**config.mk**
```make
export PLATFORM = sky130hd
export DESIGN_NAME = block_download_window_sender_flat
export DESIGN_NICKNAME = d
export VERILOG_FILES = /design/src/rtl/bdws_pkg.sv /design/src/rtl/bdws_if.sv /design/src/rtl/bdws_front.sv /design/src/rtl/bdws_back.sv /design/src/rtl/block_download_window_sender.sv /design/src/flat_wrapper.sv
export SDC_FILE = /design/constraint.sdc
export NUM_CORES = 1
export LEC_CHECK = 0
export ABC_AREA = 0
export BUFFER_PORTS_ARGS = -buffer_cell sky130_fd_sc_hd__buf_2
export CAP_MARGIN = 20
export CORE_ASPECT_RATIO = 0.9
export CORE_MARGIN = 10
export CORE_UTILIZATION = 30
export DETAILED_ROUTE_END_ITERATION = 7
export PLACE_DENSITY = 0.43
export SKIP_CTS_REPAIR_TIMING = 1
export SLEW_MARGIN = 20
export SYNTH_ARGS = -nofsm -noshare
export SYNTH_HDL_FRONTEND = slang
export SYNTH_HIERARCHICAL = 1
export SYNTH_SLANG_ARGS = --single-unit
export TNS_END_PERCENT = 50
```
**constraint.sdc**
```tcl
create_clock -name clk_i -period 13.46 [get_ports clk_i]
set_clock_uncertainty 0.05 [all_clocks]
set_input_delay 2.019 -clock clk_i [delete_from_list [all_inputs] [get_ports clk_i]]
set_output_delay 2.019 -clock clk_i [all_outputs]
set_load 0.05 [all_outputs]
```
**src/rtl/bdws_pkg.sv**
```systemverilog
`timescale 1ns / 1ps

package bdws_pkg;

  localparam int WindowBlocksDef = 8;
  localparam logic [11:0] BlockBytes = 12'd2048;
  localparam logic [15:0] TimeoutReset = 16'd1000;

  localparam int CfgIdxW = 2;
  localparam int CfgDataW = 16;

  typedef enum logic [CfgIdxW-1:0] {
    CfgDownloadEnabled = 2'd0,
    CfgPureMode        = 2'd1,
    CfgTimeout         = 2'd2
  } cfg_idx_e;

  typedef enum logic [1:0] {
    CmdStart = 2'd0,
    CmdRead  = 2'd1,
    CmdAck   = 2'd2,
    CmdSend  = 2'd3
  } cmd_e;

  typedef enum logic [1:0] {
    KindRead  = 2'd0,
    KindBlock = 2'd1,
    KindError = 2'd2
  } kind_e;

  typedef enum logic [1:0] {
    ErrArchive      = 2'd0,
    ErrDisabledPure = 2'd1,
    ErrDisabled     = 2'd2,
    ErrNotFound     = 2'd3
  } err_e;

  typedef struct packed {
    logic        download_enabled;
    logic        pure_mode;
    logic [15:0] timeout;
  } cfg_t;

  // A classified request as it waits in the queue between front and back.
  typedef struct packed {
    cmd_e        cmd;
    logic        refused;
    err_e        err;
    logic [30:0] file_size;
    logic        len_neg;
    logic [11:0] len;
    logic [15:0] ack;
    logic [30:0] now;
  } item_t;

endpackage

```
**src/rtl/bdws_if.sv**
```systemverilog
`timescale 1ns / 1ps

interface bdws_in_if;
  logic               valid;
  logic               ready;
  logic [1:0]         cmd;
  logic [30:0]        file_size;
  logic               is_archive;
  logic signed [12:0] block_len;
  logic [15:0]        ack_block;
  logic [30:0]        now_ms;

  modport source (output valid, cmd, file_size, is_archive, block_len, ack_block, now_ms,
                  input ready);
  modport sink (input valid, cmd, file_size, is_archive, block_len, ack_block, now_ms,
                output ready);
endinterface

interface bdws_out_if #(
  parameter int SLOT_W = 3
);
  logic               valid;
  logic               ready;
  logic [1:0]         kind;
  logic [15:0]        block_number;
  logic [SLOT_W-1:0]  slot;
  logic [11:0]        block_size;
  logic               carries_file_size;
  logic signed [31:0] file_size_out;
  logic [1:0]         error_code;

  modport source (output valid, kind, block_number, slot, block_size, carries_file_size,
                  file_size_out, error_code, input ready);
  modport sink (input valid, kind, block_number, slot, block_size, carries_file_size,
                file_size_out, error_code, output ready);
endinterface

```
**src/rtl/bdws_front.sv**
```systemverilog
`timescale 1ns / 1ps

module bdws_front
  import bdws_pkg::*;
(
  input  logic         clk_i,
  input  logic         rst_ni,
  input  cfg_t         cfg_i,
  bdws_in_if.sink      in_i,
  input  logic         pop_i,
  output item_t        item_o,
  output logic         item_vld_o
);

  item_t       entry_q [2];
  logic        wr_ptr_q, wr_ptr_d;
  logic        rd_ptr_q, rd_ptr_d;
  logic [1:0]  count_q, count_d;
  item_t       cls;
  logic        push;
  logic        pop;

  // Refuse starts up front; configuration must not change while busy (unchecked).
  always_comb begin
    cls           = '0;
    cls.cmd       = cmd_e'(in_i.cmd);
    cls.file_size = in_i.file_size;
    cls.ack       = in_i.ack_block;
    cls.now       = in_i.now_ms;
    cls.len_neg   = in_i.block_len[12];
    cls.refused   = 1'b1;
    if (in_i.is_archive) begin
      cls.err = ErrArchive;
    end else if (!cfg_i.download_enabled) begin
      cls.err = cfg_i.pure_mode ? ErrDisabledPure : ErrDisabled;
    end else if (in_i.file_size == 31'd0) begin
      cls.err = ErrNotFound;
    end else begin
      cls.err     = ErrArchive;
      cls.refused = 1'b0;
    end
    if (in_i.block_len[11:0] > BlockBytes) begin
      cls.len = BlockBytes;
    end else begin
      cls.len = in_i.block_len[11:0];
    end
  end

  assign in_i.ready = (count_q != 2'd2);
  assign push       = in_i.valid && in_i.ready;
  assign pop        = pop_i && (count_q != 2'd0);
  assign item_vld_o = (count_q != 2'd0);
  assign item_o     = entry_q[rd_ptr_q];

  always_comb begin
    wr_ptr_d = push ? ~wr_ptr_q : wr_ptr_q;
    rd_ptr_d = pop ? ~rd_ptr_q : rd_ptr_q;
    count_d  = count_q + 2'(push) - 2'(pop);
  end

  always_ff @(posedge clk_i or negedge rst_ni) begin
    if (!rst_ni) begin
      wr_ptr_q <= 1'b0;
      rd_ptr_q <= 1'b0;
      count_q  <= 2'd0;
    end else begin
      wr_ptr_q <= wr_ptr_d;
      rd_ptr_q <= rd_ptr_d;
      count_q  <= count_d;
    end
  end

  always_ff @(posedge clk_i) begin
    if (push) begin
      entry_q[wr_ptr_q] <= cls;
    end
  end

endmodule

```
**src/rtl/bdws_back.sv**
```systemverilog
`timescale 1ns / 1ps

module bdws_back
  import bdws_pkg::*;
#(
  parameter int WINDOW_BLOCKS = WindowBlocksDef,
  parameter int SLOT_W = $clog2(WINDOW_BLOCKS)
) (
  input  logic         clk_i,
  input  logic         rst_ni,
  input  cfg_t         cfg_i,
  input  item_t        item_i,
  input  logic         item_vld_i,
  output logic         pop_o,
  bdws_out_if.source   out_o
);

  localparam logic [16:0] WinDepth = 17'(WINDOW_BLOCKS);

  logic        active_q, active_d;
  logic [30:0] total_q, total_d;
  logic [30:0] bytes_q, bytes_d;
  logic [15:0] fill_q, fill_d;
  logic [15:0] acked_q, acked_d;
  logic [15:0] send_q, send_d;
  logic        end_q, end_d;
  logic [30:0] last_q, last_d;
  logic        pend_q, pend_d;

  logic [11:0] slot_mem [WINDOW_BLOCKS];
  logic [11:0] size_rd_q;

  logic              out_vld_q;
  kind_e             kind_q;
  logic [15:0]       blk_q;
  logic [SLOT_W-1:0] slot_q;
  logic              size_zero_q;
  logic              carries_q;
  logic [31:0]       fs_q;
  err_e              err_q;

  logic              go;
  logic              emit;
  kind_e             e_kind;
  logic [15:0]       e_blk;
  logic [SLOT_W-1:0] e_slot;
  logic              e_size_zero;
  logic              e_carries;
  logic [31:0]       e_fs;
  err_e              e_err;
  logic              mem_we;
  logic [SLOT_W-1:0] rd_idx;

  logic        do_refill;
  logic [15:0] rf_fill;
  logic [15:0] rf_acked;
  logic        rf_eq;
  logic [15:0] rf_span;
  logic [15:0] span;
  logic [15:0] nspan;
  logic [30:0] remain;
  logic [30:0] diff;
  logic [15:0] sb;
  logic        fire;

  assign go    = pop_o;
  assign pop_o = item_vld_i && (!out_vld_q || out_o.ready);

  // Slot index is the low bits of the block number; the window depth must be a power of two, which is not checked here.
  always_comb begin
    active_d    = active_q;
    total_d     = total_q;
    bytes_d     = bytes_q;
    fill_d      = fill_q;
    acked_d     = acked_q;
    send_d      = send_q;
    end_d       = end_q;
    last_d      = last_q;
    pend_d      = pend_q;
    emit        = 1'b0;
    e_kind      = KindRead;
    e_blk       = 16'd0;
    e_slot      = '0;
    e_size_zero = 1'b1;
    e_carries   = 1'b0;
    e_fs        = 32'd0;
    e_err       = ErrArchive;
    mem_we      = 1'b0;
    rd_idx      = send_q[SLOT_W-1:0];
    do_refill   = 1'b0;
    rf_fill     = fill_q;
    rf_acked    = acked_q;
    rf_eq       = (bytes_q == total_q);
    span        = fill_q - acked_q;
    nspan       = fill_q - item_i.ack;
    remain      = total_q - bytes_q;
    diff        = item_i.now - last_q;
    sb          = send_q;
    fire        = 1'b0;

    case (item_i.cmd)
      CmdStart: begin
        pend_d = item_i.refused ? 1'b0 : 1'b1;
        if (item_i.refused) begin
          active_d  = 1'b0;
          emit      = 1'b1;
          e_kind    = KindError;
          e_carries = 1'b1;
          e_fs      = 32'hFFFF_FFFF;
          e_err     = item_i.err;
        end else begin
          // A fresh download always opens with a read into slot zero.
          active_d = 1'b1;
          total_d  = item_i.file_size;
          bytes_d  = 31'd0;
          fill_d   = 16'd0;
          acked_d  = 16'd0;
          send_d   = 16'd0;
          end_d    = 1'b0;
          emit     = 1'b1;
          e_kind   = KindRead;
        end
      end
      CmdRead: begin
        if (active_q && pend_q) begin
          pend_d    = 1'b0;
          do_refill = 1'b1;
          if (item_i.len_neg) begin
            bytes_d = total_q;
            rf_eq   = 1'b1;
          end else begin
            mem_we  = 1'b1;
            rf_fill = fill_q + 16'd1;
            fill_d  = rf_fill;
            if ({19'd0, item_i.len} >= remain) begin
              bytes_d = total_q;
              rf_eq   = 1'b1;
            end else begin
              bytes_d = bytes_q + {19'd0, item_i.len};
              rf_eq   = 1'b0;
            end
          end
        end
      end
      CmdAck: begin
        if (active_q && ((item_i.ack - acked_q) <= span)) begin
          acked_d  = item_i.ack;
          rf_acked = item_i.ack;
          if ((send_q - item_i.ack) > nspan) begin
            send_d = item_i.ack;
          end
          do_refill = !pend_q;
        end
      end
      CmdSend: begin
        if (active_q && (acked_q != fill_q)) begin
          fire = 1'b1;
          if (send_q == fill_q) begin
            if (diff[30]) begin
              fire = 1'b0;
            end else if (diff > {15'd0, cfg_i.timeout}) begin
              sb = acked_q;
            end else begin
              fire = 1'b0;
            end
          end
          if (fire) begin
            emit        = 1'b1;
            e_kind      = KindBlock;
            e_blk       = sb;
            e_slot      = sb[SLOT_W-1:0];
            rd_idx      = sb[SLOT_W-1:0];
            // The end marker is always the newest block once it has been queued.
            e_size_zero = end_q && ((sb + 16'd1) == fill_q);
            e_carries   = (sb == 16'd0);
            e_fs        = (sb == 16'd0) ? {1'b0, total_q} : 32'd0;
            send_d      = sb + 16'd1;
            last_d      = item_i.now;
          end
        end
      end
      default: begin
      end
    endcase

    rf_span = rf_fill - rf_acked;
    if (do_refill && ({1'b0, rf_span} < WinDepth)) begin
      if (!rf_eq) begin
        pend_d = 1'b1;
        emit   = 1'b1;
        e_kind = KindRead;
        e_slot = rf_fill[SLOT_W-1:0];
      end else if (!end_q) begin
        fill_d = rf_fill + 16'd1;
        end_d  = 1'b1;
      end
    end
  end

  always_ff @(posedge clk_i or negedge rst_ni) begin
    if (!rst_ni) begin
      active_q  <= 1'b0;
      total_q   <= 31'd0;
      bytes_q   <= 31'd0;
      fill_q    <= 16'd0;
      acked_q   <= 16'd0;
      send_q    <= 16'd0;
      end_q     <= 1'b0;
      last_q    <= 31'd0;
      pend_q    <= 1'b0;
      out_vld_q <= 1'b0;
    end else begin
      if (go) begin
        active_q <= active_d;
        total_q  <= total_d;
        bytes_q  <= bytes_d;
        fill_q   <= fill_d;
        acked_q  <= acked_d;
        send_q   <= send_d;
        end_q    <= end_d;
        last_q   <= last_d;
        pend_q   <= pend_d;
      end
      if (go && emit) begin
        out_vld_q <= 1'b1;
      end else if (out_o.ready) begin
        out_vld_q <= 1'b0;
      end
    end
  end

  always_ff @(posedge clk_i) begin
    if (go && emit) begin
      kind_q      <= e_kind;
      blk_q       <= e_blk;
      slot_q      <= e_slot;
      size_zero_q <= e_size_zero;
      carries_q   <= e_carries;
      fs_q        <= e_fs;
      err_q       <= e_err;
    end
  end

  always_ff @(posedge clk_i) begin
    if (go && mem_we) begin
      slot_mem[fill_q[SLOT_W-1:0]] <= item_i.len;
    end
    if (go && emit) begin
      size_rd_q <= slot_mem[rd_idx];
    end
  end

  assign out_o.valid             = out_vld_q;
  assign out_o.kind              = kind_q;
  assign out_o.block_number      = blk_q;
  assign out_o.slot              = slot_q;
  assign out_o.block_size        = size_zero_q ? 12'd0 : size_rd_q;
  assign out_o.carries_file_size = carries_q;
  assign out_o.file_size_out     = fs_q;
  assign out_o.error_code        = err_q;

endmodule

```
**src/rtl/block_download_window_sender.sv**
```systemverilog
`timescale 1ns / 1ps
// Requests are registered in the front queue, results in the back output register.
// Throughput: one request per cycle while out_o.ready is high; the back stage takes one
// queued request a cycle; the output register lets it run on while the previous result is taken.
// Reset: rst_ni clears all counters, the queue and the output valid asynchronously.
// The slot length store is not cleared; WINDOW_BLOCKS must be a power of two.

module block_download_window_sender
  import bdws_pkg::*;
#(
  parameter int WINDOW_BLOCKS = WindowBlocksDef,
  parameter int SLOT_W = $clog2(WINDOW_BLOCKS)
) (
  input  logic                clk_i,
  input  logic                rst_ni,
  input  logic                cfg_we_i,
  input  logic [CfgIdxW-1:0]  cfg_idx_i,
  input  logic [CfgDataW-1:0] cfg_data_i,
  bdws_in_if.sink             in_i,
  bdws_out_if.source          out_o
);

  cfg_t  cfg_q;
  item_t item;
  logic  item_vld;
  logic  pop;

  always_ff @(posedge clk_i or negedge rst_ni) begin
    if (!rst_ni) begin
      cfg_q.download_enabled <= 1'b0;
      cfg_q.pure_mode        <= 1'b0;
      cfg_q.timeout          <= TimeoutReset;
    end else if (cfg_we_i) begin
      case (cfg_idx_i)
        CfgDownloadEnabled: cfg_q.download_enabled <= cfg_data_i[0];
        CfgPureMode:        cfg_q.pure_mode        <= cfg_data_i[0];
        CfgTimeout:         cfg_q.timeout          <= cfg_data_i;
        default: begin
        end
      endcase
    end
  end

  bdws_front u_front (
    .clk_i      (clk_i),
    .rst_ni     (rst_ni),
    .cfg_i      (cfg_q),
    .in_i       (in_i),
    .pop_i      (pop),
    .item_o     (item),
    .item_vld_o (item_vld)
  );

  bdws_back #(
    .WINDOW_BLOCKS (WINDOW_BLOCKS),
    .SLOT_W        (SLOT_W)
  ) u_back (
    .clk_i      (clk_i),
    .rst_ni     (rst_ni),
    .cfg_i      (cfg_q),
    .item_i     (item),
    .item_vld_i (item_vld),
    .pop_o      (pop),
    .out_o      (out_o)
  );

endmodule
```
**src/flat_wrapper.sv**
```systemverilog
// flat-port wrapper written by rule: the top's interface ports become plain ports
module block_download_window_sender_flat import bdws_pkg::*;
#(
  parameter int WINDOW_BLOCKS = WindowBlocksDef,
  parameter int SLOT_W = $clog2(WINDOW_BLOCKS)
)
  (clk_i, rst_ni, cfg_we_i, cfg_idx_i, cfg_data_i, in_i_valid, in_i_cmd, in_i_file_size, in_i_is_archive, in_i_block_len, in_i_ack_block, in_i_now_ms, in_i_ready, out_o_valid, out_o_kind, out_o_block_number, out_o_slot, out_o_block_size, out_o_carries_file_size, out_o_file_size_out, out_o_error_code, out_o_ready);
  bdws_in_if in_i_i ();
  bdws_out_if #(.SLOT_W(SLOT_W)) out_o_i ();
  input  logic clk_i;
  input  logic rst_ni;
  input  logic cfg_we_i;
  input  logic [CfgIdxW-1:0] cfg_idx_i;
  input  logic [CfgDataW-1:0] cfg_data_i;
  input wire logic [$bits(in_i_i.valid)-1:0] in_i_valid;
  input wire logic [$bits(in_i_i.cmd)-1:0] in_i_cmd;
  input wire logic [$bits(in_i_i.file_size)-1:0] in_i_file_size;
  input wire logic [$bits(in_i_i.is_archive)-1:0] in_i_is_archive;
  input wire logic [$bits(in_i_i.block_len)-1:0] in_i_block_len;
  input wire logic [$bits(in_i_i.ack_block)-1:0] in_i_ack_block;
  input wire logic [$bits(in_i_i.now_ms)-1:0] in_i_now_ms;
  output wire logic [$bits(in_i_i.ready)-1:0] in_i_ready;
  output wire logic [$bits(out_o_i.valid)-1:0] out_o_valid;
  output wire logic [$bits(out_o_i.kind)-1:0] out_o_kind;
  output wire logic [$bits(out_o_i.block_number)-1:0] out_o_block_number;
  output wire logic [$bits(out_o_i.slot)-1:0] out_o_slot;
  output wire logic [$bits(out_o_i.block_size)-1:0] out_o_block_size;
  output wire logic [$bits(out_o_i.carries_file_size)-1:0] out_o_carries_file_size;
  output wire logic [$bits(out_o_i.file_size_out)-1:0] out_o_file_size_out;
  output wire logic [$bits(out_o_i.error_code)-1:0] out_o_error_code;
  input wire logic [$bits(out_o_i.ready)-1:0] out_o_ready;
  assign in_i_i.valid = in_i_valid;
  assign in_i_i.cmd = in_i_cmd;
  assign in_i_i.file_size = in_i_file_size;
  assign in_i_i.is_archive = in_i_is_archive;
  assign in_i_i.block_len = in_i_block_len;
  assign in_i_i.ack_block = in_i_ack_block;
  assign in_i_i.now_ms = in_i_now_ms;
  assign in_i_ready = in_i_i.ready;
  assign out_o_valid = out_o_i.valid;
  assign out_o_kind = out_o_i.kind;
  assign out_o_block_number = out_o_i.block_number;
  assign out_o_slot = out_o_i.slot;
  assign out_o_block_size = out_o_i.block_size;
  assign out_o_carries_file_size = out_o_i.carries_file_size;
  assign out_o_file_size_out = out_o_i.file_size_out;
  assign out_o_error_code = out_o_i.error_code;
  assign out_o_i.ready = out_o_ready;
  block_download_window_sender #(.WINDOW_BLOCKS(WINDOW_BLOCKS), .SLOT_W(SLOT_W)) u_core (.clk_i(clk_i), .rst_ni(rst_ni), .cfg_we_i(cfg_we_i), .cfg_idx_i(cfg_idx_i), .cfg_data_i(cfg_data_i), .in_i(in_i_i), .out_o(out_o_i));
endmodule
```
# Word-level counts from Yosys, hierarchy flattened
# Memory sizes are Yosys's and may differ from the RTL's. A register that Yosys moved wholly into a read port is not among the register bits.
# Index checks and enable logic that the tools add are counted.
# totals
n_memories	2
latch_bits	0
ramBits	288
mem_bits_ro	0
register_bits	224
out_inout_bits	70
# classes
n_reduce_logical	33
n_mux	95
n_bitwise	3
shift	0
addsub	13
n_mul	0
n_lt_le_gt_ge	6
eq_ne	16
n_div	0
# memory_table
memory	words	word_bits	read_ports	rd_clocked_by_memory_dff	write_ports	line	rtl
u_core.u_front.entry_q	2	96	1	0	1	bdws_front.sv:15	item_t entry_q [2];
u_core.u_back.slot_mem	8	12	1	1	1	bdws_back.sv:30	logic [11:0] slot_mem [WINDOW_BLOCKS];
# op_table
op	n
$mux 16	19
$mux 31	7
$sub 16x16->16	5
$pmux 16 s2	2
$pmux 32 s2	1
$pmux 31 s2	1
$sub 31x31->31	2
$add 16x1->16 const B	3
$pmux 16 s3	1
$mux 1	41
$eq 16x16->1	2
$mux 32	1
$add 31x12->31	1
$eq 31x31->1	1
$ge 12x31->1	1
$gt 31x16->1	1
$logic_not 31->1	1
$mux 12	2
$mux 3	8
$gt 16x16->1	1
$le 16x16->1	1
$logic_not 16->1	1
$lt 16x4->1 const B	1
$ne 16x16->1	1
other kinds (20)	61

# Longest topological paths before layout
# An unclocked memory read counts as a cell.
# depth
word_depth	15
ltp_mapped	44

# Hierarchy
# Netlist, hierarchy kept.
# modules_own_cells
mod	n_inst	area_each_um2	cells_each
bdws_back	1	24601.1	2730
bdws_front	1	7417.1	345
block_download_window_sender	1	744.5	40

# Worst setup path after synthesis
# No wires, ideal clock.
# synth_path
path_kind	reg2reg
startpoint	reg u_core.u_front.rd_ptr_q
endpoint	reg u_core.u_back.blk_q[0] (netlist: u_core/u_back/out_o.block_number[0]), enable pin
stages_incl_launch_ff	40
n_path_buf	3
slack_ns	2.221
arrival_ns	10.692
cell_sequence	dfrtp_1 > buf_6 > buf_2 > mux2_2 > inv_1 > ha_1 > fa_1 > nor2b_1 > o21ai_0 > a21boi_0 > o21ai_0 > a21boi_0 > o21ai_0 > a21boi_0 > o21ai_0 > a21boi_0 > o21ai_0 > nand2_1 > (+4 left out) > or4_4 > o211ai_1 > nand2_1 > nand3_1 > clkbuf_1 > a21oi_1 > ha_1 > a21o_1 > a21oi_1 > nor2_1 > or3_1 > a31oi_2 > nor3_1 > or3b_1 > and2_2 > nor4b_1 > a31oi_1 > nor2_1
# synth_rtl
element	line	rtl
start: declaration	bdws_front.sv:17	logic rd_ptr_q, rd_ptr_d;
start signal: assignment	bdws_front.sv:68	rd_ptr_q <= rd_ptr_d;
end signal: assignment	bdws_back.sv:235	blk_q <= e_blk;
end: declaration	bdws_back.sv:35	logic [15:0] blk_q;

==> impl_metrics.json <==
{
  "synth_edf_count": 357,
  "antenna_found_initial": 4,
  "hp-class": "reg2reg",
  "synth.most_common_cell": "edfxtp_1",
  "insertion_delay_ps": 670,
  "clock-root-buffer": "clkbuf_16",
  "ioPinCount": 187,
  "grtUsageMet2": 0.2461,
  "synth_area_leaders": "edfxtp_1, dfrtp_1, ha_1, mux2_2, a21oi_1",
  "post_dp_cell_area_um2": 35270,
  "slew_viol_final": 0,
  "grtUsageMet1": 0.2440,
  "utilization": 0.3457,
  "startpoint_type": "flip-flop",
  "syn_area_per_cell_um2": 10.52,
  "crit_type": "reg2reg",
  "dieWidth_um": 368.3,
  "track_usage": 0.1634,
  "nets": 3597,
  "rsz0062_at_grt": "no",
  "dp_hpwl_mm": 76.56,
  "ys_seq_elements": 524,
  "grt_overflow": 0,
  "met3_usage": 0.02838,
  "postRouteAntennaNets": 0,
  "fin_area_um2": 37330,
  "holdCritStartpoint": "u_core/u_back/bytes_q[15]$_DFFE_PN0P_",
  "grt_start_max_net_pins": 72,
  "layout-drive-gt1-share": 0.1712,
  "drv_cap": 0,
  "yosysTopAreaCellShare": 0.3272,
  "clkSinkCount": 524,
  "dr.pass1.iters": 5,
  "async_flop_share": 0.3187,
  "hold_violations": 0,
  "die_h_um": 333.5,
  "numCtsBuffers": 60,
  "synth_cells": 3115,
  "port_buffers": 186,
  "netlist_area_um2": 32760,
  "slowest_delay_ps": 910,
  "worstPathMaxFanout": 69,
  "grt_pass1_vias": 24310,
  "reg2reg_from": "u_core/u_front/rd_ptr_q$_DFFE_PN0P_",
  "multiInputGateArea_um2": 16430,
  "holdPathStages": 2,
  "synth_largest_area_cell": "edfxtp_1",
  "rows": 114,
  "tightest_slew_ps": 1135,
  "core_area_um2": 108000,
  "num_vias": 24510,
  "worst_slew_margin_rel": 0.2380,
  "r2r-end": "u_core/u_back/out_o.block_number[4]$_SDFFCE_PN0P_",
  "cts_tree": "yes",
  "busiest_layer": "met2",
  "crit_slowest_cell": "dfrtp_4",
  "min_period_over_period": 0.8097,
  "clock.fmax_ghz": 0.09176,
  "ys_seq_area_frac": 0.4550,
  "clkTransAtPathRegs_ps": 60,
  "status": "complete, no violations",
  "post_drt_wl_per_cell_um": 21.66,
  "cts_buffer_depth": 3,
  "finalSetupViolations": 0,
  "dieArea_um2": 122800,
  "regArea_um2": 14910,
  "reg2reg_depth": 37,
  "synth_common_cells": "edfxtp_1, inv_1, ha_1",
  "hold_end": "u_core/u_back/bytes_q[15]$_DFFE_PN0P_",
  "syn_to_final_growth_pct": 13.95,
  "cpMostUsedCell": "o21ai_0",
  "ys_warn_count": 6,
  "syn_nets": 3453,
  "viasPerCell": 5.148,
  "cp-end-kind": "flip-flop",
  "first_iter_violations": 1805,
  "h-tree-depth": 2,
  "fin_tns_setup_ps": 0,
  "diodes": 0,
  "min_period_ps": 10900,
  "start_util": 0.3034,
  "gp_congestion": 0.8762,
  "route.detailed.drc": 0,
  "cp.arrival_ps": 11110,
  "yosysUniqueCellTypes": 100,
  "n_fill_cell": 10990,
  "cp_data_required_time_ps": 13670,
  "grt_pass1_wl_mm": 157.2,
  "wirelength_mm": 103.1,
  "r2r_slack_ps": 2560,
  "synth_ff_type": "edfxtp_1"
}
state kept, by name, summed over array words and instances (netlist names), 3 cells and up:
name and cells:
u_core/u_back/out_o.block_number 16, u_core/u_back/send_q 16, u_core/u_back/total_q 31, u_core/u_back/last_q 31, u_core/u_back/bytes_q 31, u_core/u_back/out_o.file_size_out 32
u_core/u_back/fill_q 16, u_core/u_back/out_o.slot 3, u_core/u_front/entry_q 192, u_core/u_back/size_rd_q 12, u_core/cfg_q 18, u_core/u_back/acked_q 16
u_core/u_back/slot_mem 96
layout by cell type (no fill, tap or decap), types with 43 or more instances in the layout:
cell,n
a21o_1,69
o21ai_0,132
nor2_1,200
ha_1,214
edfxtp_1,357
xor2_1,45
nor3_1,43
nand2_1,192
inv_1,221
a22o_1,46
buf_4,45
mux2_2,142
xnor2_1,120
nand3_1,85
nand4_1,50
mux2i_1,74
dfrtp_1,160
buf_2,185
clkbuf_16,60
a21oi_1,212
logic make-up after synthesis:
logic type | Yosys count | synth area share
buffers and inverters | 372 | 0.04617
AO/OA/AOI/OAI | 773 | 0.1570
XOR/XNOR | 165 | 0.04411
adder cells (fa/ha/maj) | 221 | 0.08600
AND/OR/NAND/NOR | 808 | 0.1240
multiplexers | 252 | 0.08776
flip-flops | 524 | 0.4550
metal layers:
| metal | wire length (µm) | vias to the layer above |
|---|---|---|
| met1 | 52150 | 12010 |
| met4 | 1330 | 6 |
| li1 | - | 11820 |
| met3 | 5493 | 75 |
| met5 | 29 | - |
| met2 | 44150 | 599 |
worst max-delay path by stage:
stage | end | startpoint | depth (start not counted)
after CTS | u_core/u_back/out_o.block_number[4]$_SDFFCE_PN0P_ | u_core/u_front/rd_ptr_q$_DFFE_PN0P_ | 37
after global placement | u_core/u_back/out_o.carries_file_size$_DFFE_PP_ | u_core/u_front/rd_ptr_q$_DFFE_PN0P_ | 38
final | u_core/u_back/out_o.block_number[4]$_SDFFCE_PN0P_ | u_core/u_front/rd_ptr_q$_DFFE_PN0P_ | 37
after global routing | u_core/u_back/out_o.block_number[4]$_SDFFCE_PN0P_ | u_core/u_front/rd_ptr_q$_DFFE_PN0P_ | 38
after floorplan | u_core/u_back/out_o.block_number[0]$_SDFFCE_PN0P_ | u_core/u_front/rd_ptr_q$_DFFE_PN0P_ | 39
after detailed placement | u_core/u_back/out_o.block_number[4]$_SDFFCE_PN0P_ | u_core/u_front/rd_ptr_q$_DFFE_PN0P_ | 37
layout make-up:
type	count	share of cell area
repair buffers	233	0.03465
clock buffers	79	0.04374
well taps	1450	0.04860
inverters	221	0.02222
flip-flops and latches	524	0.3994
multi-input cells	2219	0.4402
clock inverters	35	0.01116
worst max-delay path, delay by kind of cell (launching register included):
family | cells | cell delay [ps]
flops | 1 | 910
compound gates | 16 | 3270
buf+inv | 2 | 730
simple gates | 14 | 3670
fa+ha+maj | 4 | 1400
mux | 1 | 370
through the flow:
stage               setup WS, ps  hold WS [ps]  cells
detailed placement          2361         420.5   4645
CTS                         2290         434.1   4759
floorplan                   2221         399.6   3115
global placement            2511         427.1   4644
finish                      2562         426.9   4761
global route                1560         463.8   4761
Power is not shown: default switching activity piles up to over one toggle a cycle in this logic, so the estimate is an artifact.
